## src/design/ssm_pkg.sv

```systemverilog
`timescale 1ns / 1ps
// Shared types and constants for the stripe sector mapper.
// Used by every module of the block; depends on nothing.
package ssm_pkg;

  localparam int MaxStripes = 16;
  localparam int SectorBits = 48;
  localparam int ChunkBits  = 32;
  localparam int StripeBits = 4;
  localparam int CountBits  = 5;
  localparam int NumCells   = SectorBits;

  typedef enum logic [1:0] {
    KIND_LOAD,
    KIND_MAP,
    KIND_RANGE,
    KIND_FLUSH
  } kind_e;

  typedef enum logic [1:0] {
    STAT_OK,
    STAT_MISS,
    STAT_BAD,
    STAT_LOADED
  } status_e;

  typedef enum logic [1:0] {
    CFG_CHUNK,
    CFG_COUNT,
    CFG_BEGIN,
    CFG_NONE
  } cfg_idx_e;

  typedef struct packed {
    kind_e                  kind;
    logic [SectorBits-1:0]  sector;
    logic [SectorBits-1:0]  end_sector;
    logic [StripeBits-1:0]  stripe_select;
  } in_word_t;

  typedef struct packed {
    logic [StripeBits-1:0]  stripe_out;
    logic [SectorBits-1:0]  device_sector;
    logic [SectorBits-1:0]  length_sectors;
    status_e                status;
  } out_word_t;

  // effective chunk size and stripe count
  typedef struct packed {
    logic [ChunkBits-1:0]  cs;
    logic [CountBits-1:0]  n;
  } cfg_t;

  // one endpoint on its way through the divider chain; acc builds
  // (chunk / count) * chunk size one quotient bit at a time
  typedef struct packed {
    logic [SectorBits-1:0]  rel;
    logic [SectorBits-1:0]  dvd;
    logic [ChunkBits-1:0]   rem;
    logic [StripeBits-1:0]  res;
    logic [SectorBits-1:0]  acc;
  } lane_t;

  typedef struct packed {
    kind_e                  kind;
    logic [StripeBits-1:0]  sel;
    lane_t                  a;
    lane_t                  b;
  } item_t;

endpackage

```

## src/design/ssm_tail.sv

```systemverilog
`timescale 1ns / 1ps
// Back end: sector within the stripe, endpoint clipping, stripe base table
// and the output register. Depends on ssm_pkg.
module ssm_tail (
  input  logic                                clk_i,
  input  logic                                rst_ni,
  input  ssm_pkg::cfg_t                       cfg_i,
  input  logic [ssm_pkg::SectorBits-1:0]      begin_i,
  input  logic                                valid_i,
  input  ssm_pkg::item_t                      item_i,
  output logic                                ready_o,
  output logic                                out_valid_o,
  input  logic                                out_stall_i,
  output ssm_pkg::out_word_t                  out_word_o
);

  localparam int WideBits = ssm_pkg::SectorBits + 1;

  typedef struct packed {
    logic [ssm_pkg::SectorBits-1:0]  rel;
    logic [ssm_pkg::ChunkBits-1:0]   off;
    logic [ssm_pkg::StripeBits-1:0]  res;
    logic [ssm_pkg::SectorBits-1:0]  dev;
  } tlane_t;

  function automatic logic [WideBits-1:0] clip(tlane_t l,
                                               logic [ssm_pkg::StripeBits-1:0] sel,
                                               logic [ssm_pkg::ChunkBits-1:0] cs);
    logic [ssm_pkg::SectorBits-1:0] d;
    logic [WideBits-1:0]            r;
    d = l.dev;
    if (l.res == sel) begin
      r = {1'b0, d};
    end else begin
      r = {1'b0, d - ssm_pkg::SectorBits'(l.off)};
      if (sel < l.res) begin
        r = r + WideBits'(cs);
      end
    end
    return r;
  endfunction

  logic                            v1_q;
  ssm_pkg::kind_e                  kind_q;
  logic [ssm_pkg::StripeBits-1:0]  sel_q;
  tlane_t                          la_q, lb_q;
  logic                            ready2;

  logic                            out_valid_q;
  ssm_pkg::out_word_t              out_q, out_d;

  logic [ssm_pkg::SectorBits-1:0]  base_q [ssm_pkg::MaxStripes];
  logic [ssm_pkg::StripeBits-1:0]  base_addr;
  logic [ssm_pkg::SectorBits-1:0]  base_rd;
  logic                            base_we;

  logic [ssm_pkg::SectorBits-1:0]  d_a;
  logic [WideBits-1:0]             b_w, e_w, dev_w;
  logic                            bad_sel;

  assign ready2  = !out_valid_q || !out_stall_i;
  assign ready_o = !v1_q || ready2;

  // stage 1: add the in-chunk offset to the scaled stripe quotient
  always_ff @(posedge clk_i or negedge rst_ni) begin
    if (!rst_ni) begin
      v1_q <= 1'b0;
    end else if (ready_o) begin
      v1_q <= valid_i;
    end
  end

  always_ff @(posedge clk_i) begin
    if (ready_o && valid_i) begin
      kind_q     <= item_i.kind;
      sel_q      <= item_i.sel;
      la_q.rel   <= item_i.a.rel;
      la_q.off   <= item_i.a.rem;
      la_q.res   <= item_i.a.res;
      la_q.dev   <= item_i.a.acc + ssm_pkg::SectorBits'(item_i.a.rem);
      lb_q.rel   <= item_i.b.rel;
      lb_q.off   <= item_i.b.rem;
      lb_q.res   <= item_i.b.res;
      lb_q.dev   <= item_i.b.acc + ssm_pkg::SectorBits'(item_i.b.rem);
    end
  end

  // stage 2: finish and register the result word
  assign base_addr = (kind_q == ssm_pkg::KIND_MAP) ? la_q.res : sel_q;
  assign base_rd   = base_q[base_addr];
  assign base_we   = v1_q && ready2 && (kind_q == ssm_pkg::KIND_LOAD);

  always_comb begin
    d_a     = la_q.dev;
    b_w     = clip(la_q, sel_q, cfg_i.cs);
    e_w     = clip(lb_q, sel_q, cfg_i.cs);
    dev_w   = b_w + {1'b0, base_rd};
    bad_sel = {1'b0, sel_q} >= cfg_i.n;

    out_d                = '0;
    out_d.stripe_out     = sel_q;
    case (kind_q)
      ssm_pkg::KIND_LOAD: begin
        out_d.status = ssm_pkg::STAT_LOADED;
      end
      ssm_pkg::KIND_MAP: begin
        out_d.stripe_out    = la_q.res;
        out_d.device_sector = d_a + base_rd;
        out_d.status        = ssm_pkg::STAT_OK;
      end
      ssm_pkg::KIND_RANGE: begin
        if (bad_sel) begin
          out_d.status = ssm_pkg::STAT_BAD;
        end else if (b_w < e_w) begin
          out_d.device_sector  = dev_w[ssm_pkg::SectorBits-1:0];
          out_d.length_sectors = ssm_pkg::SectorBits'(e_w - b_w);
          out_d.status         = ssm_pkg::STAT_OK;
        end else begin
          out_d.status = ssm_pkg::STAT_MISS;
        end
      end
      ssm_pkg::KIND_FLUSH: begin
        out_d.status = bad_sel ? ssm_pkg::STAT_BAD : ssm_pkg::STAT_OK;
      end
      default: begin
        out_d.status = ssm_pkg::STAT_BAD;
      end
    endcase
  end

  // loads land here so they stay in order with the reads
  always_ff @(posedge clk_i) begin
    if (base_we) begin
      base_q[sel_q] <= la_q.rel + begin_i;
    end
  end

  always_ff @(posedge clk_i or negedge rst_ni) begin
    if (!rst_ni) begin
      out_valid_q <= 1'b0;
    end else if (ready2) begin
      out_valid_q <= v1_q;
    end
  end

  always_ff @(posedge clk_i) begin
    if (ready2 && v1_q) begin
      out_q <= out_d;
    end
  end

  assign out_valid_o = out_valid_q;
  assign out_word_o  = out_q;

endmodule

```

## config.mk

```make
export PLATFORM = sky130hd
export DESIGN_NAME = ssm_tail
export DESIGN_NICKNAME = d
export VERILOG_FILES = /design/src/design/ssm_pkg.sv /design/src/design/ssm_tail.sv
export SDC_FILE = /design/constraint.sdc
export NUM_CORES = 2
export LEC_CHECK = 0
export BUFFER_PORTS_ARGS = -buffer_cell sky130_fd_sc_hd__clkbuf_2
export CAP_MARGIN = 10
export CORE_MARGIN = 2
export CORE_UTILIZATION = 25
export DETAILED_ROUTE_END_ITERATION = 12
export PLACE_DENSITY = 0.4
export SYNTH_ARGS = -nofsm -noshare
export SYNTH_HDL_FRONTEND = slang
export SYNTH_SLANG_ARGS = --single-unit
```

## constraint.sdc

```tcl
create_clock -name clk_i -period 21.1 [get_ports clk_i]
set_clock_uncertainty 0.2 [all_clocks]
set_input_delay 4.22 -clock clk_i [delete_from_list [all_inputs] [get_ports clk_i]]
set_output_delay 4.22 -clock clk_i [all_outputs]
set_load 0.01 [all_outputs]
```

# After elaboration in Yosys (flattened, before gate mapping)
# Memories as Yosys holds them, arrays and structs flattened.
# Index checks and enable logic that the tools add are counted.
dict set report totals {
  ram_bits 768
  mem_count 1
  reg_bits 326
  in_bits 455
}
# name depth word_bits rd rd_clocked_by_memory_dff write_ports line
set memory_table {}
lappend memory_table {base_q 16 48 1 0 1 ssm_tail.sv:52} ;# logic [ssm_pkg::SectorBits-1:0] base_q [ssm_pkg::MaxStripes];
dict set report op_classes {
  add_sub_neg 10
  n_eq_ne 5
  n_reduce_logical 10
  n_mux 14
  magnitude_cmp 4
  bitwise_logic 2
}
# cell n
set op_table {}
lappend op_table {{49-bit two-way mux} 4}
lappend op_table {{96-bit two-way mux} 2}
lappend op_table {{48-bit adder} 3}
lappend op_table {{48-bit by 32-bit adder with 49-bit output} 2}
lappend op_table {{48-bit by 32-bit adder with 48-bit output} 2}
lappend op_table {{48-bit one-hot mux with 2 select lines} 1}
lappend op_table {{48-bit by 32-bit subtractor with 48-bit output} 2}
lappend op_table {{49-bit < comparator} 1}
lappend op_table {{48-bit subtractor} 1}
lappend op_table {{4-bit equality test} 2}
lappend op_table {{4-bit < comparator} 2}
lappend op_table {{2-bit one-hot mux with 4 select lines} 1}
lappend op_table {{4-bit by 5-bit >= comparator with 1-bit output} 1}
lappend op_table {{2-bit equality test (second input constant)} 2}
lappend op_table {{2-bit two-way mux} 2}
lappend op_table {{4-bit two-way mux} 1}
lappend op_table {{1-bit logical AND} 3}
lappend op_table {{1-bit zero test} 3}
lappend op_table {{1-bit two-way mux} 3}
lappend op_table {{3-bit OR reduction} 1}
lappend op_table {{2-bit by 1-bit equality test with 1-bit output (second input constant)} 1}
lappend op_table {{2-bit zero test} 1}
lappend op_table {{1-bit logical OR} 2}
lappend op_table {{1-bit inverter} 2}

# Longest topological paths before layout
dict set report depth {
  ltp_word 8
  ltp_mapped 45
}

# Least setup slack after synthesis
# Ideal clock, no wire load.
dict set report synth_path {
  path_type {input port to flip-flop}
  start {input port out_stall_i}
  end {memory base_q[0][0] (netlist bit), enable pin}
  setup_slack_ns 9.667
  setup_ns 0.513
  cell_stages 5
  arrival_ns 10.720
  required_time_ns 20.387
  path_cell_list {nand2_1 -> and2_1 -> nand2_1 -> or3_1 -> nor3_1}
}
dict set report synth_via {
  elab_chain_len 6
}
# element line
set synth_lines {}
lappend synth_lines {{start: declaration} ssm_tail.sv:13} ;# input logic out_stall_i,
lappend synth_lines {{1-bit zero test} ssm_tail.sv:61} ;# assign ready2 = !out_valid_q || !out_stall_i;
lappend synth_lines {{1-bit logical OR} ssm_tail.sv:61}
lappend synth_lines {{1-bit logical AND (2 in a row)} ssm_tail.sv:91} ;# assign base_we = v1_q && ready2 && (kind_q == ssm_pkg::KIND_LOAD);
lappend synth_lines {{1-bit two-way mux} ssm_tail.sv:133} ;# if (base_we) begin
lappend synth_lines {{1-bit two-way mux (not written as such)} ssm_tail.sv:134} ;# base_q[sel_q] <= la_q.rel + begin_i;
lappend synth_lines {{end: declaration} ssm_tail.sv:52}
# No other way between the ends.

==> impl_metrics.ini <==
[sta]
fmax_mhz = 77.1
setup-tns-final_ps = 0
rsz0062_at_grt = false
hold_viol_final = 0
worstMarginPinSlew_ps = 1160
relSlewSlack_pct = 22.2
timing.final.crit_period_ps = 12970
final.period_utilization_pct = 61.5
setup_viol = 0
slew_viol_final = 0

[detailed_routing]
wl_per_cell_um = 23.3
vias = 45341
postRouteAntennaNets = 0
dr.pass1.iters = 5
drtIter0Drc = 2573
drt_wl_total_um = 219000
detail_route.vias_per_cell = 4.82
drc = 0

[yosys]
async_flop_share_pct = 0.183
yosysMostFrequentCell = edfxtp_1
synth_compound_area_share_pct = 14.0
synthMuxAreaShare_pct = 7.25
synth_top_family_by_area = compound AO/OA/AOI/OAI gates
synth_seq_cells = 1094
yosysSeqAreaShare_pct = 51.2
syn_nets = 6321
synth_edf_count = 1092
synthDistinctLibCells = 99
synth_simple_gate_area_share_pct = 10.4
yosysWarnings = 0
synthXorXnorAreaFrac_pct = 5.57
netlist_top_cells_count = edfxtp_1 (1092), nand2_1 (459), ha_1 (443)
syn_avg_cell_area_um2 = 11.9
yosysTopAreaCell = edfxtp_1
synth_fa_ha_area_share_pct = 8.98
ys.flop_type = edfxtp_1
synthesis.area_um2 = 64200
synth_area_leaders = edfxtp_1 (51%), ha_1 (8.6%), mux4_2 (6.7%)
synth.top_cell.area_share_pct = 51.1
synthesis.instances = 5413

[worst_setup_path]
start_kind = primary input
path_buf_inv = 3
crit_family = compound AO/OA/AOI/OAI gates
slowest_delay_ps = 920
regToRegSetupSlack_ps = 10130
r2r_end = out_word_o[91]$_DFFE_PP_
path_max_fanout = 52
worst-path-stages = 33
worstRegToRegCells = 36
endpoint = out_word_o[91]$_DFFE_PP_
startpoint = cfg_i[5]
r2r-start = d_a[1]$_DFFE_PP_
required_ps = 21470
end_kind = register
cpMaxStageDelayCell = a2111oi_2
arrival_ps = 13330
crit_type = primary input to register

[placed_design]
io_buffers = 414
hpwlAfterDp_um = 158000
post_dp_cell_area_um2 = 70800
gp_congestion = 0.909

[global_routing]
track_usage_pct = 16.4
grt_pass1_wl_um = 316000
antenna_found_initial = 9
grt_overflow = 0
grt_pass1_vias = 46198
grt_max_degree = 80

[clock_tree]
htree_num_levels = 4
holdBufCountCts = 0
root_buffer = clkbuf_16
tritoncts = built
clock_sinks = 1094
numCtsBuffers = 138
insertion_delay_ps = 820
cts_setup_buffers = 0
clkTransAtPathRegs_ps = 60
cts-resized-gates = 0
cts_buffer_depth = 3

[power_and_ir_drop]
combPwrFrac_pct = 38.2
p_seq_share_pct = 32.1
p_leak_uw = 0.0286
p_int_uw = 5250
power_density_nw_per_um2 = 110
p_clk_share_pct = 29.6
p_sw_share_pct = 36.6
ir_worst_vdd_mv = 0.0822
p_switching_uw = 3030

[floorplanning]
die_width_um = 511
io_pins = 559
placeableCoreArea_um2 = 256000
die_area_um2 = 261000
rows = 186
start_util_pct = 25.1
die_y_um = 511

[cells_and_area]
fin_nets = 6809
design_area_um2 = 75600
drive_gt1_share_pct = 16.7
area_delta_synth_final_pct = 17.8

[min_path]
hp-class = register to register

[run_status]
run_status = complete, no violations

[flow_run]
max_cap_violations = 0
power groups by stage:
stage	combinational, µW	clock [µW]	sequential, µW
detailed placement	3160	0	2710
finish	3170	2450	2660
global placement	3170	0	2710
floorplan	2260	0	2680
global route	3540	2610	2670
CTS	3180	2530	2670
sequential cells by signal, indices dropped and copies added, names as in the netlist:
register / count
la_q: 84
lb_q: 84
d_a: 48
out_valid_o: 1
out_word_o: 102
sel_q: 4
kind_q: 2
v1_q: 1
base_q: 768
cell families (layout without fill, tap and decap cells):
logic type	Yosys count	after routing
compound gates	1390	1390
fa+ha+maj	455	455
flops	1094	1094
buf+inv	450	1054
other cells	0	2
mux	224	224
simple gates	1392	1392
xor+xnor	408	408
worst min-delay path by stage:
stage	start	end	slack, ps	depth (start not counted)
detailed placement	v1_q$_DFFE_PN0N_	out_valid_o$_DFFE_PN0P_	280	1
floorplan	v1_q$_DFFE_PN0N_	out_valid_o$_DFFE_PN0P_	250	1
global placement	v1_q$_DFFE_PN0N_	out_valid_o$_DFFE_PN0P_	270	1
finish	v1_q$_DFFE_PN0N_	out_valid_o$_DFFE_PN0P_	290	1
global route	v1_q$_DFFE_PN0N_	out_valid_o$_DFFE_PN0P_	320	1
CTS	v1_q$_DFFE_PN0N_	out_valid_o$_DFFE_PN0P_	290	1
per-layer routing:
metal,vias to the layer above,GRT usage (%),wire [µm]
met2,1001,27.6,104000
met3,276,2.31,7930
met5,-,0,0
met4,0,5.43,7310
met1,22494,21.6,99400
li1,21570,-,-
final cells by class:
type | count | area [µm²]
diodes | 2 | 5.00
clock buffers | 160 | 3540
clock inverters | 96 | 1160
fillers | 26294 | 180000
inverters | 277 | 1040
multi-input cells | 3869 | 29900
flip-flops and latches | 1094 | 32800
well taps | 3384 | 4230
repair buffers | 521 | 2910
cells in the final DEF (no fill, tap or decap), types with 138 or more instances in the layout:
cell type | netlist | final
mux4_2 | 192 | 192
clkbuf_2 | 0 | 414
o21ai_0 | 225 | 225
edfxtp_1 | 1092 | 1092
inv_1 | 275 | 275
nor2_1 | 319 | 307
a21oi_1 | 429 | 428
clkbuf_16 | 0 | 138
xnor2_1 | 276 | 272
nand2_1 | 459 | 459
a21o_1 | 209 | 208
ha_1 | 443 | 442
worst register-to-register path: cells and delay by family, from the launching register on:
| kind | cells | cell delay, ps |
|---|---|---|
| AO/OA/AOI/OAI | 18 | 5990 |
| XOR/XNOR | 2 | 540 |
| adder cells (fa/ha/maj) | 3 | 1070 |
| buffers and inverters | 1 | 420 |
| flip-flops | 1 | 480 |
| AND/OR/NAND/NOR | 12 | 2040 |
metrics by stage:
stage               setup slack [ps]  hold WS [ps]  power [µW]  std cells  utilization (%)
CTS                             8110           292        8380       9396             29.5
finish                          8130           292        8280       9403             29.5
global route                    7380           321        8810       9402             29.5
detailed placement              7280           275        5870       9140             27.7
global placement                7180           273        5880       9140             27.7
floorplan                       9670           249        4940       5413                -
Note: power is estimated with default switching activity, not from simulation.
