**config.mk**
```make
export PLATFORM = sky130hd
export DESIGN_NAME = ssm_cell
export DESIGN_NICKNAME = d
export VERILOG_FILES = /design/src/design/ssm_pkg.sv /design/src/design/ssm_cell.sv
export SDC_FILE = /design/constraint.sdc
export NUM_CORES = 1
export LEC_CHECK = 0
export BUFFER_PORTS_ARGS = -buffer_cell sky130_fd_sc_hd__buf_4
export CORE_AREA = 2 2 305 307
export DETAILED_ROUTE_END_ITERATION = 10
export DIE_AREA = 0 0 307 309
export PLACE_DENSITY_LB_ADDON = 0.05
export SLEW_MARGIN = 20
export SYNTH_ARGS = -nofsm -noshare
export SYNTH_HDL_FRONTEND = slang
export SYNTH_SLANG_ARGS = --single-unit
```
**constraint.sdc**
```tcl
create_clock -name clk_i -period 11.97 [get_ports clk_i]
set_clock_uncertainty 0.2 [all_clocks]
set_input_delay 0.5985 -clock clk_i [delete_from_list [all_inputs] [get_ports clk_i]]
set_output_delay 0.5985 -clock clk_i [all_outputs]
set_load 0.01 [all_outputs]
```
**src/design/ssm_pkg.sv**
```systemverilog
`timescale 1ns / 1ps
// Shared types and constants for the stripe sector mapper.
// Used by every module of the block; depends on nothing.
package ssm_pkg;

  localparam int MaxStripes = 16;
  localparam int SectorBits = 48;
  localparam int ChunkBits  = 32;
  localparam int StripeBits = 4;
  localparam int CountBits  = 5;
  localparam int NumCells   = SectorBits;

  typedef enum logic [1:0] {
    KIND_LOAD,
    KIND_MAP,
    KIND_RANGE,
    KIND_FLUSH
  } kind_e;

  typedef enum logic [1:0] {
    STAT_OK,
    STAT_MISS,
    STAT_BAD,
    STAT_LOADED
  } status_e;

  typedef enum logic [1:0] {
    CFG_CHUNK,
    CFG_COUNT,
    CFG_BEGIN,
    CFG_NONE
  } cfg_idx_e;

  typedef struct packed {
    kind_e                  kind;
    logic [SectorBits-1:0]  sector;
    logic [SectorBits-1:0]  end_sector;
    logic [StripeBits-1:0]  stripe_select;
  } in_word_t;

  typedef struct packed {
    logic [StripeBits-1:0]  stripe_out;
    logic [SectorBits-1:0]  device_sector;
    logic [SectorBits-1:0]  length_sectors;
    status_e                status;
  } out_word_t;

  // effective chunk size and stripe count
  typedef struct packed {
    logic [ChunkBits-1:0]  cs;
    logic [CountBits-1:0]  n;
  } cfg_t;

  // one endpoint on its way through the divider chain; acc builds
  // (chunk / count) * chunk size one quotient bit at a time
  typedef struct packed {
    logic [SectorBits-1:0]  rel;
    logic [SectorBits-1:0]  dvd;
    logic [ChunkBits-1:0]   rem;
    logic [StripeBits-1:0]  res;
    logic [SectorBits-1:0]  acc;
  } lane_t;

  typedef struct packed {
    kind_e                  kind;
    logic [StripeBits-1:0]  sel;
    lane_t                  a;
    lane_t                  b;
  } item_t;

endpackage

```
**src/design/ssm_cell.sv**
```systemverilog
`timescale 1ns / 1ps
// One divider cell: a restoring step by the chunk size, a running residue
// of the quotient modulo the stripe count and the scaled stripe quotient.
// Depends on ssm_pkg.
module ssm_cell (
  input  logic           clk_i,
  input  logic           rst_ni,
  input  ssm_pkg::cfg_t  cfg_i,
  input  logic           valid_i,
  input  ssm_pkg::item_t item_i,
  input  logic           ready_i,
  output logic           ready_o,
  output logic           valid_o,
  output ssm_pkg::item_t item_o
);

  function automatic ssm_pkg::lane_t step(ssm_pkg::lane_t l, ssm_pkg::cfg_t c);
    ssm_pkg::lane_t                 o;
    logic [ssm_pkg::ChunkBits:0]    r2;
    logic [ssm_pkg::CountBits-1:0]  s2;
    logic                           q;
    logic                           qn;
    o  = l;
    r2 = {l.rem, l.dvd[ssm_pkg::SectorBits-1]};
    if (r2 >= {1'b0, c.cs}) begin
      r2 = r2 - {1'b0, c.cs};
      q  = 1'b1;
    end else begin
      q  = 1'b0;
    end
    o.rem = r2[ssm_pkg::ChunkBits-1:0];
    o.dvd = {l.dvd[ssm_pkg::SectorBits-2:0], 1'b0};
    // residue stays below the count, so one subtract suffices
    s2 = {l.res, q};
    if (s2 >= c.n) begin
      s2 = s2 - c.n;
      qn = 1'b1;
    end else begin
      qn = 1'b0;
    end
    o.res = s2[ssm_pkg::StripeBits-1:0];
    // shift in the next quotient bit of chunk / count, scaled by chunk size
    o.acc = {l.acc[ssm_pkg::SectorBits-2:0], 1'b0} +
            (qn ? ssm_pkg::SectorBits'(c.cs) : '0);
    return o;
  endfunction

  logic           valid_q;
  ssm_pkg::item_t item_q, item_d;

  assign ready_o = !valid_q || ready_i;
  assign valid_o = valid_q;
  assign item_o  = item_q;

  always_comb begin
    item_d   = item_i;
    item_d.a = step(item_i.a, cfg_i);
    item_d.b = step(item_i.b, cfg_i);
  end

  always_ff @(posedge clk_i or negedge rst_ni) begin
    if (!rst_ni) begin
      valid_q <= 1'b0;
    end else if (ready_o) begin
      valid_q <= valid_i;
    end
  end

  always_ff @(posedge clk_i) begin
    if (ready_o && valid_i) begin
      item_q <= item_d;
    end
  end

endmodule

```
# ---- Yosys cells after proc, flatten, opt, wreduce, memory -nomap -nowiden
# Cells that the tools add are included.
dict set report word_totals {
  ff_bits 365
  latch_bits 0
  ram_bits 0
  romBits 0
  input_bits 407
  out_inout_bits 368
  n_memories 0
}
dict set report op_classes {
  addsub 6
  multipliers 0
  div 0
  magnitude_cmp 4
  eq_ne 0
  shifts 0
  muxes 10
  bitwise_logic 0
  reduce_logical 3
}
# op n
set op_table {}
lappend op_table {{32-bit 2-to-1 mux} 4}
lappend op_table {{48-bit by 32-bit adder with 48-bit output} 2}
lappend op_table {{33-bit by 32-bit greater-or-equal comparator with 1-bit output} 2}
lappend op_table {{32-bit subtractor} 2}
lappend op_table {{5-bit greater-or-equal comparator} 2}
lappend op_table {{4-bit 2-to-1 mux} 2}
lappend op_table {{4-bit subtractor} 2}
lappend op_table {{1-bit 2-to-1 mux} 4}
lappend op_table {{1-bit logical AND} 1}
lappend op_table {{1-bit logical NOT} 1}
lappend op_table {{1-bit logical OR} 1}

# ---- Longest topological paths before layout
# Gate-level depths: netlist (run 1).
dict set report logic_depth {
  ltp_word 6
  ltp_mapped 35
  depth_no_buf 31
}

# ---- Worst setup path after synthesis (run 1)
# Ideal clock, no wire load.
dict set report synth_timing {
  path_type {in2reg}
  from {input ready_i}
  to {register item_q (netlist bit item_o[0]), enable pin}
  arrival_time_ns 9.067
  required_time_ns 10.995
  setup_slack_ns 1.928
  cell_stages 2
  path_cell_list {nand2b_1 -> and2_1}
}
dict set report synth_via {
  elab_chain_len 2
}
# element line
set synth_lines {}
lappend synth_lines {{start: declaration} ssm_cell.sv:11} ;# input logic ready_i,
lappend synth_lines {{1-bit logical OR} ssm_cell.sv:51} ;# assign ready_o = !valid_q || ready_i;
lappend synth_lines {{1-bit logical AND} ssm_cell.sv:70} ;# if (ready_o && valid_i) begin
lappend synth_lines {{end signal: assignment} ssm_cell.sv:71} ;# item_q <= item_d;
lappend synth_lines {{end: declaration} ssm_cell.sv:49} ;# ssm_pkg::item_t item_q, item_d;
# No other way between the ends.
# A chain may end at the register's enable or synchronous reset.

==> reports/qor.log, run 1 <==
INFO  grt            vias_in_the_first_global_route=17400
INFO  sta            grt_setup_unrepaired=false
INFO  power          power_per_cell_area=129mW/mm^2
INFO  cts            clkLatencyLatePin=590ps
INFO  setup_path     slowest_stage=o31ai_2
INFO  floorplanning  placement_rows=111
INFO  sta            setup_viol_count_final=0
INFO  grt            antenna_found_initial=25
INFO  synthesis      synthCells=1620
INFO  synthesis      largest_family_of_logic_cells_by_synthesized_area=compound AO/OA/AOI/OAI gates
INFO  grt            grt_first_pass_wirelength=124000um
INFO  power          worst_ir_drop_vdd=0.0000878V
INFO  cts            cts_tree=yes
INFO  setup_path     r2r_slack=8370ps
INFO  power          power.share.combinational=25.8%
INFO  layout         finish.net_count=3158
INFO  synthesis      synth-compound-area-share=12.7%
INFO  power          p_clk_share=34.1%
INFO  cts            clock_sinks=365
INFO  cts            h-tree-depth=2
INFO  drt            initialDrtViolationCount=918
INFO  place          gp_congestion=0.826
INFO  hold_path      holdCritPathClass=input port to register
INFO  cts            cts_made_buffers=47
INFO  sta            final-hold-violation-count=0
INFO  synthesis      primary_flip_flop_cell_chosen_by_synthesis_mapping=edfxtp_1
INFO  sta            slew-limit-headroom=29.1%
INFO  floorplanning  die_area=0.0949mm^2
INFO  synthesis      ys_ff_latch=365
INFO  cts            cts-root-to-sink-buffers=3
INFO  drt            wl_per_cell=23.4um
INFO  sta            fmaxAchievable=125MHz
INFO  synthesis      synth-seq-area-share=55.2%
INFO  power          p_seq_share=40.1%
INFO  drt            route.vias.total=16700
INFO  floorplanning  die_w=307um
INFO  sta            count_of_pins_over_their_slew_limit=0
INFO  floorplanning  io-pin-count=775
INFO  synthesis      synth-edff-count=364
INFO  hold_path      worst_hold_path.endpoint=item_o[1]
INFO  drt            dr.pass1.iters=5
INFO  cts            cts.hold.buffers_added=198
INFO  grt            maximum_number_of_pins_on_one_net_before_global_route_repair=134
INFO  sta            worst_hold_slack=101ps
INFO  layout         register_area=0.0110mm^2
INFO  cts            clk_root_buffer_cell=clkbuf_16
INFO  setup_path     r2r.worst_path.cells=4
INFO  floorplanning  core=0.0914mm^2
INFO  setup_path     setup.worst_path.end_class=register
INFO  power          power.static_leakage=12.9nW
INFO  hold_path      number_of_cells_on_the_worst_hold_path=2
INFO  run_status     run_status=finished, final reports clean
INFO  setup_path     timing_worst_setup_path_type=input port to register
INFO  setup_path     nature_of_the_critical_path_startpoint=input port
INFO  layout         multiInputGateArea=0.00837mm^2
INFO  drt            drt.antenna.violating_nets=0
INFO  synthesis      ys_warn_count=0
INFO  hold_path      min_from=item_i[0]
INFO  setup_path     path_max_fanout=21
INFO  sta            post_route_clock_period_utilization=66.7%
INFO  setup_path     regToRegStartpoint=valid_o
INFO  grt            grt.total_usage=18.0%
INFO  power          internal-power=0.00279W
INFO  synthesis      synthAdderAreaFrac=9.19%
INFO  floorplanning  die_height=309um
INFO  setup_path     worst_ep_arrival_time=8110ps
INFO  drt            postRouteWirelength=89900um
INFO  run            drv.max_cap_violation_count=0
INFO  cts            clkSlewWorstSetupHoldPaths=60ps
INFO  cts            post_cts_resize_count=0
INFO  synthesis      synth_mux_area_share=4.22%
INFO  setup_path     slowest_delay=710ps
INFO  power          switching_share=29.0%
INFO  layout         num-fill-cells=9401
INFO  place          place.detailed.hpwl=73700um
INFO  synthesis      synthesis.area_per_instance=12.2um^2
INFO  synthesis      post_synth_num_cell_types=69
INFO  synthesis      synthXorXnorAreaFrac=6.18%
INFO  cts            cts.repair_timing.setup_buffer_count=0
INFO  floorplanning  initial_cell_density_of_the_core=21.7%
INFO  setup_path     critical_path.reg2reg.endpoint=item_o[137]
INFO  layout         area_growth=53.5%
INFO  synthesis      synth-simple-area-share=9.76%
INFO  sta            min_period=7980ps
INFO  drt            route.detailed.drc=0
INFO  layout         post_route_cells_drive_above_1_share=34.5%
INFO  grt            grt.overflow.total=0
INFO  place          io_buffers=770
INFO  sta            max_slew.worst_pin.slew=1060ps
INFO  synthesis      mappedNetlistArea=0.0198mm^2
INFO  drt            detail_route.vias_per_cell=4.35
INFO  synthesis      postSynth.asyncResetShare=0.274%
INFO  power          psw=0.00114W
INFO  sta            setup_tns=0ps
INFO  setup_path     critPathRequiredTime=12090ps
metrics by stage:
stage                     instance area [um^2]  total power [W]  setup WS, ps  utilization (%)  std cells
final                                    30400          0.00394          3990             33.3       3846
after floorplan                          19800          0.00214          1930                -       1621
after detailed placement                 27000          0.00258          3080             29.6       3548
after global routing                     30400          0.00413          3340             33.3       3840
after global placement                   27000          0.00258          3060             29.6       3548
after CTS                                30400          0.00401          3700             33.3       3832
logic make-up (layout without fill, tap and decap cells):
| family | count (synthesis) | in the layout |
|---|---|---|
| AO/OA/AOI/OAI | 392 | 392 |
| XOR/XNOR | 140 | 140 |
| adder cells (fa/ha/maj) | 142 | 142 |
| buffers and inverters | 130 | 1155 |
| flip-flops | 365 | 365 |
| multiplexers | 68 | 68 |
| other | 1 | 16 |
| AND/OR/NAND/NOR | 382 | 382 |
synthesized netlist by cell type, drive strengths merged, types with 9 or more instances:
library cell	n	area (um^2)
a211oi	14	105
o21a	17	128
o31ai	10	98.8
nand2b	26	163
o21ai	79	395
a21o	50	375
o2111ai	9	78.8
a31oi	13	81.3
xnor2	93	815
xor2	47	412
nand2	76	285
nand4	17	106
inv	91	342
nor3	18	90.1
mux2i	12	120
nor2	90	338
mux2	56	717
ha	136	1700
and2	74	463
o21bai	13	97.6
and3	11	68.8
clkbuf	29	109
nor2b	16	100
a21oi	126	631
nand3	32	165
buf	10	78.8
edfxtp	364	10900
o211ai	13	97.6
worst max path at each step:
stage | startpoint | to | slack, ps | depth (start not counted)
6_report | cfg_i[6] | item_o[216] | 3990 | 30
5_1_grt | cfg_i[6] | item_o[216] | 3340 | 30
4_1_cts | cfg_i[6] | item_o[216] | 3700 | 30
3_5_place_dp | cfg_i[6] | item_o[216] | 3080 | 30
3_3_place_gp | cfg_i[6] | item_o[216] | 3060 | 30
2_1_floorplan | ready_i | item_o[0] | 1930 | 2
per-layer routing:
metal	wire, um	share of wire [%]	global-route usage (%)
met1	34000	38	19.2
met2	47300	53	33.6
met3	6610	7.4	6.19
met4	1840	2.0	5.10
met5	158	0.18	0
cell usage in the layout, fill, tap and decap left out, types with 6 or more instances in the layout:
master           n
a211oi_1        14
a21o_1          49
a21oi_1        126
a31oi_1         12
and2_1          72
and3_1          11
buf_4          779
clkbuf_1        16
clkbuf_16       47
clkinv_1        11
clkinv_2         6
diode_2         14
dlygate4sd3_1  198
edfxtp_1       364
fa_1             6
ha_1           136
inv_1           91
mux2_2          33
mux2_4          23
mux2i_1         12
nand2_1         76
nand2b_1        26
nand3_1         31
nand4_1         17
nor2_1          90
nor2b_1         16
nor3_1          18
o2111ai_1        9
o211ai_1        13
o21a_1          17
o21ai_0         78
o21bai_1        13
o31a_1           7
o31ai_1          7
or2_2            7
xnor2_1         93
xor2_1          47
flip-flops by register name, indices dropped and copies added, names as in the netlist:
| name | flops |
|---|---|
| valid_o | 1 |
| item_o | 364 |
cell type report:
class	instances	area share, %
antenna	14	0.115
clock buffer	65	4.15
clock inverter	21	0.464
inverter	91	1.12
multi-input combinational	1126	27.5
sequential	365	36.0
tap	1186	4.87
timing repair buffer	978	25.8
power by group through the flow:
stage	Clock, W	Sequential (W)	Combinational, W
2_1_floorplan	0	0.00168	0.000462
3_3_place_gp	0	0.00161	0.000974
3_5_place_dp	0	0.00161	0.000972
4_1_cts	0.00139	0.00158	0.00104
5_1_grt	0.00144	0.00159	0.00111
6_report	0.00134	0.00158	0.00102
worst max-delay path, delay by kind of cell:
kind                       cells  cell delay, ps
xor gates and xnor gates       1             180
buffers and inverters          3             300
adders and majority gates      3             840
AOI/OAI and AO/OA             18            5320
and+or+nand+nor                5             800
No activity file was read; power rests on OpenSTA's default activity.
==> run 2, diff against run 1 <==
--- a/config.mk
+++ b/config.mk
@@ -5,6 +5,7 @@
 export SDC_FILE = /design/constraint.sdc
 export NUM_CORES = 1
 export LEC_CHECK = 0
+export ABC_AREA = 1
 export BUFFER_PORTS_ARGS = -buffer_cell sky130_fd_sc_hd__buf_4
 export CORE_AREA = 2 2 305 307
 export DETAILED_ROUTE_END_ITERATION = 10
==> constraint.sdc (replaced) <==
create_clock -name clk_i -period 7.01 [get_ports clk_i]
set_clock_uncertainty 0.2 [all_clocks]
set_input_delay 0.3505 -clock clk_i [delete_from_list [all_inputs] [get_ports clk_i]]
set_output_delay 0.3505 -clock clk_i [all_outputs]
set_load 0.01 [all_outputs]
==> run 2 against run 1 <==
Against the previous run: sequential cell count is the same; power increased by 85%; count of clock-buffer cells in the layout fell by 3; sequential share of layout area decreased by 5.3 points; synthesized cell count up 89%; wire length is 29% higher; critical endpoint is now item_o[36]; largest power group unchanged.
==> reports/qor.log, run 2 <==
INFO  setup_path     critPathRequiredTime=7170ps [-4920 ps]
INFO  layout         design_area=0.0357mm^2 [+17%]
INFO  synthesis      synthAdderAreaFrac=7.68% [-1.5 points]
INFO  floorplanning  io-pin-count=775 [unchanged]
INFO  setup_path     regToRegStartpoint=valid_o
INFO  setup_path     timing.critical_path.from=item_i[78]
INFO  synthesis      synth_top_cells_by_area=edfxtp_1 (46%), nand2_1 (18%), inv_1 (8.4%), ha_1 (7.2%), nor2_1 (4.7%)
INFO  layout         fin_cells=5410 [+41%]
INFO  floorplanning  placement_rows=111 [unchanged]
INFO  cts            cts_made_buffers=47 [unchanged]
INFO  layout         post_route_cells_drive_above_1_share=21.2% [-13 points]
INFO  layout         register_area=0.0110mm^2 [unchanged]
INFO  setup_path     r2r_slack=4390ps [-3980 ps]
INFO  floorplanning  core=0.0914mm^2 [unchanged]
INFO  floorplanning  die_area=0.0949mm^2 [unchanged]
INFO  layout         finish.net_count=4732 [+50%]
INFO  setup_path     crit_path_frequent_cell=nand2_1
INFO  drt            drt.antenna.violating_nets=0 [unchanged]
INFO  synthesis      yosysTopAreaCell=edfxtp_1
INFO  floorplanning  die_w=307um [unchanged]
INFO  hold_path      worst_hold_path.endpoint=item_o[228]
INFO  run_status     run_status=finished, final reports clean
INFO  drt            initialDrtViolationCount=1552 [+69%]
INFO  synthesis      ys_warn_count=0 [unchanged]
INFO  sta            post_route_clock_period_utilization=78.3%
INFO  synthesis      synthTopCellsByCount=nand2_1 (1151), inv_1 (533), edfxtp_1 (364)
INFO  drt            detail_route.vias_per_cell=4.36 [+0.22%]
INFO  floorplanning  initial_cell_density_of_the_core=25.9% [+4.2 points]
INFO  layout         area_growth=50.5%
INFO  cts            cts-root-to-sink-buffers=3 [unchanged]
INFO  cts            clkLatencyLatePin=590ps [about the same]
INFO  drt            wl_per_cell=21.4um [-8.3%]
INFO  setup_path     critical_path.top_delay_family=simple AND/OR/NAND/NOR gates
INFO  power          power.static_leakage=17.7nW [+37%]
INFO  grt            antenna_found_initial=17 [-32%]
INFO  grt            grt.overflow.total=0 [unchanged]
INFO  synthesis      postSynth.asyncResetShare=0.274% [unchanged]
INFO  synthesis      synth-seq-area-share=46.2% [-9.0 points]
INFO  synthesis      post-synth-top-count-cell=nand2_1
INFO  cts            cts_tree=yes
INFO  synthesis      synthCells=3059 [+89%]
INFO  setup_path     r2r.worst_path.cells=3 [-1]
INFO  synthesis      synth-compound-area-share=3.50% [-9.2 points]
INFO  grt            maximum_number_of_pins_on_one_net_before_global_route_repair=127 [-5.2%]
INFO  floorplanning  die_height=309um [unchanged]
INFO  place          gp_congestion=0.892 [+8.0%]
INFO  setup_path     slowest_delay=550ps [-160 ps]
INFO  sta            max_slew.worst_pin.slew=999ps [-64.2 ps]
INFO  synthesis      synthXorXnorAreaFrac=3.29% [-2.9 points]
INFO  drt            route.vias.total=23600 [+41%]
INFO  drt            dr.pass1.iters=5 [unchanged]
INFO  sta            count_of_pins_over_their_slew_limit=0 [unchanged]
INFO  setup_path     setup.worst_path.end_class=register
INFO  layout         layout_commonest_cell=nand2_1
INFO  place          placed_cell_area=0.0311mm^2 [+15%]
INFO  sta            slew-limit-headroom=33.4% [+4.3 points]
INFO  run            drv.max_cap_violation_count=0 [unchanged]
INFO  setup_path     worst_ep_arrival_time=5650ps [-2460 ps]
INFO  setup_path     critical_path.n_buffers_inverters=5 [+2]
INFO  sta            min_period=5490ps
INFO  synthesis      netlist.area_leader.share=46.1% [-9.0 points]
INFO  setup_path     nature_of_the_critical_path_startpoint=input port
INFO  synthesis      synth-simple-area-share=30.0% [+20 points]
INFO  power          worst_ir_drop_vdd=0.000148V [+68%]
INFO  drt            postRouteWirelength=116000um [+29%]
INFO  synthesis      largest_family_of_logic_cells_by_synthesized_area=simple AND/OR/NAND/NOR gates
INFO  layout         layout.core_utilization=39.1% [+5.7 points]
INFO  cts            clk_root_buffer_cell=clkbuf_16
INFO  sta            setup_viol_count_final=0 [unchanged]
INFO  hold_path      holdCritPathClass=input port to register
INFO  grt            grt_first_pass_wirelength=160000um [+30%]
INFO  place          io_buffers=770 [unchanged]
INFO  synthesis      synthesis.area_per_instance=7.75um^2 [-37%]
INFO  layout         num-fill-cells=9687 [+3.0%]
INFO  cts            clkSlewWorstSetupHoldPaths=60ps [about the same]
INFO  sta            fmaxAchievable=182MHz
INFO  layout         largest_register_ff_count=364 [unchanged]
INFO  synthesis      post_synth_num_cell_types=36 [-48%]
INFO  place          place.detailed.hpwl=95700um [+30%]
INFO  setup_path     slowest_stage=dlygate4sd3_1
INFO  power          power_per_cell_area=204mW/mm^2 [+58%]
INFO  layout         most-common-layout-cells=nand2_1 (1151), buf_4 (788), inv_1 (533)
INFO  cts            h-tree-depth=2 [unchanged]
INFO  synthesis      mappedNetlistArea=0.0237mm^2 [+20%]
INFO  layout         multiInputGateArea=0.0106mm^2 [+27%]
INFO  grt            grt.total_usage=23.5% [+5.4 points]
INFO  place          post-place-cells=5015 [+41%]
INFO  synthesis      ys_ff_latch=365 [unchanged]
INFO  synthesis      synth_mux_area_share=0% [-4.2 points]
INFO  synthesis      primary_flip_flop_cell_chosen_by_synthesis_mapping=edfxtp_1
INFO  setup_path     timing_worst_setup_path_type=input port to register
INFO  hold_path      number_of_cells_on_the_worst_hold_path=3 [+1]
INFO  drt            route.detailed.drc=0 [unchanged]
INFO  cts            clock_sinks=365 [unchanged]
INFO  sta            grt_setup_unrepaired=false
INFO  grt            vias_in_the_first_global_route=23200 [+33%]
INFO  setup_path     critical_path.reg2reg.endpoint=item_o[201]
INFO  hold_path      min_from=cfg_i[0]
INFO  sta            final-hold-violation-count=0 [unchanged]
INFO  setup_path     path_max_fanout=21 [unchanged]
INFO  cts            cts.repair_timing.setup_buffer_count=0 [unchanged]
INFO  synthesis      synth-edff-count=364 [unchanged]
-- run 2: what timing repair did --
item	in CTS	in global routing
endpoints found under the hold margin	304	0
hold buffers	305	0
resized for setup	0	0
-- run 2: layout make-up --
class                   instances  area share, %
flip-flops and latches        365           30.7
clock buffers                  62           3.54
multi-input cells            2135           29.7
inverters                     537           5.66
repair buffers               1097           25.4
clock inverters                24          0.873
diodes                          4         0.0280
well taps                    1186           4.16
-- run 2: cell families (layout without fill, tap and decap cells) --
| kind of cell | Yosys count | after routing |
|---|---|---|
| XOR/XNOR | 89 | 89 |
| AND/OR/NAND/NOR | 1746 | 1746 |
| other | 1 | 6 |
| buffers and inverters | 560 | 1720 |
| adder cells (fa/ha/maj) | 142 | 142 |
| AO/OA/AOI/OAI | 156 | 156 |
| flip-flops | 365 | 365 |
-- run 2: worst reg2reg max path, cell delays in order (launching register included) --
cell	delay, ps
dfrtp_1	430
a21oi_4	250
buf_12	500
buf_12	610
-- run 2: worst max-delay path by stage --
stage	endpoint	slack, ps	depth (start not counted)
2_1_floorplan	item_o[0]	-160	2
3_3_place_gp	item_o[202]	990	27
3_5_place_dp	item_o[36]	990	27
4_1_cts	item_o[36]	1520	27
5_1_grt	item_o[34]	1080	27
6_report	item_o[36]	1520	27
-- run 2: metrics by stage --
step | setup slack [ps] | TNS, ps | hold WS, ps | total power (W)
global placement | 986 | 0 | -72.9 | 0.00465
CTS | 1520 | 0 | 35.2 | 0.00739
global route | 1080 | 0 | 64.4 | 0.00766
floorplan | -161 | -58540 | -145 | 0.00373
detailed placement | 989 | 0 | -72.7 | 0.00464
finish | 1520 | 0 | 85.3 | 0.00728
-- run 2: where the power goes --
group / switching (W) / internal (W)
clock: 0.00102 / 0.00153
combinational: 0.00122 / 0.000818
sequential: 0.0000550 / 0.00265
-- run 2: layer usage --
layer  vias to the layer above  track usage, %  part of all wire (%)
met4                        22            6.15                   2.6
met2                       679            40.3                    48
met3                       112            5.45                   6.7
met1                     10800            29.6                    43
met5                         -               0                  0.13
li1                      11900               -                     -
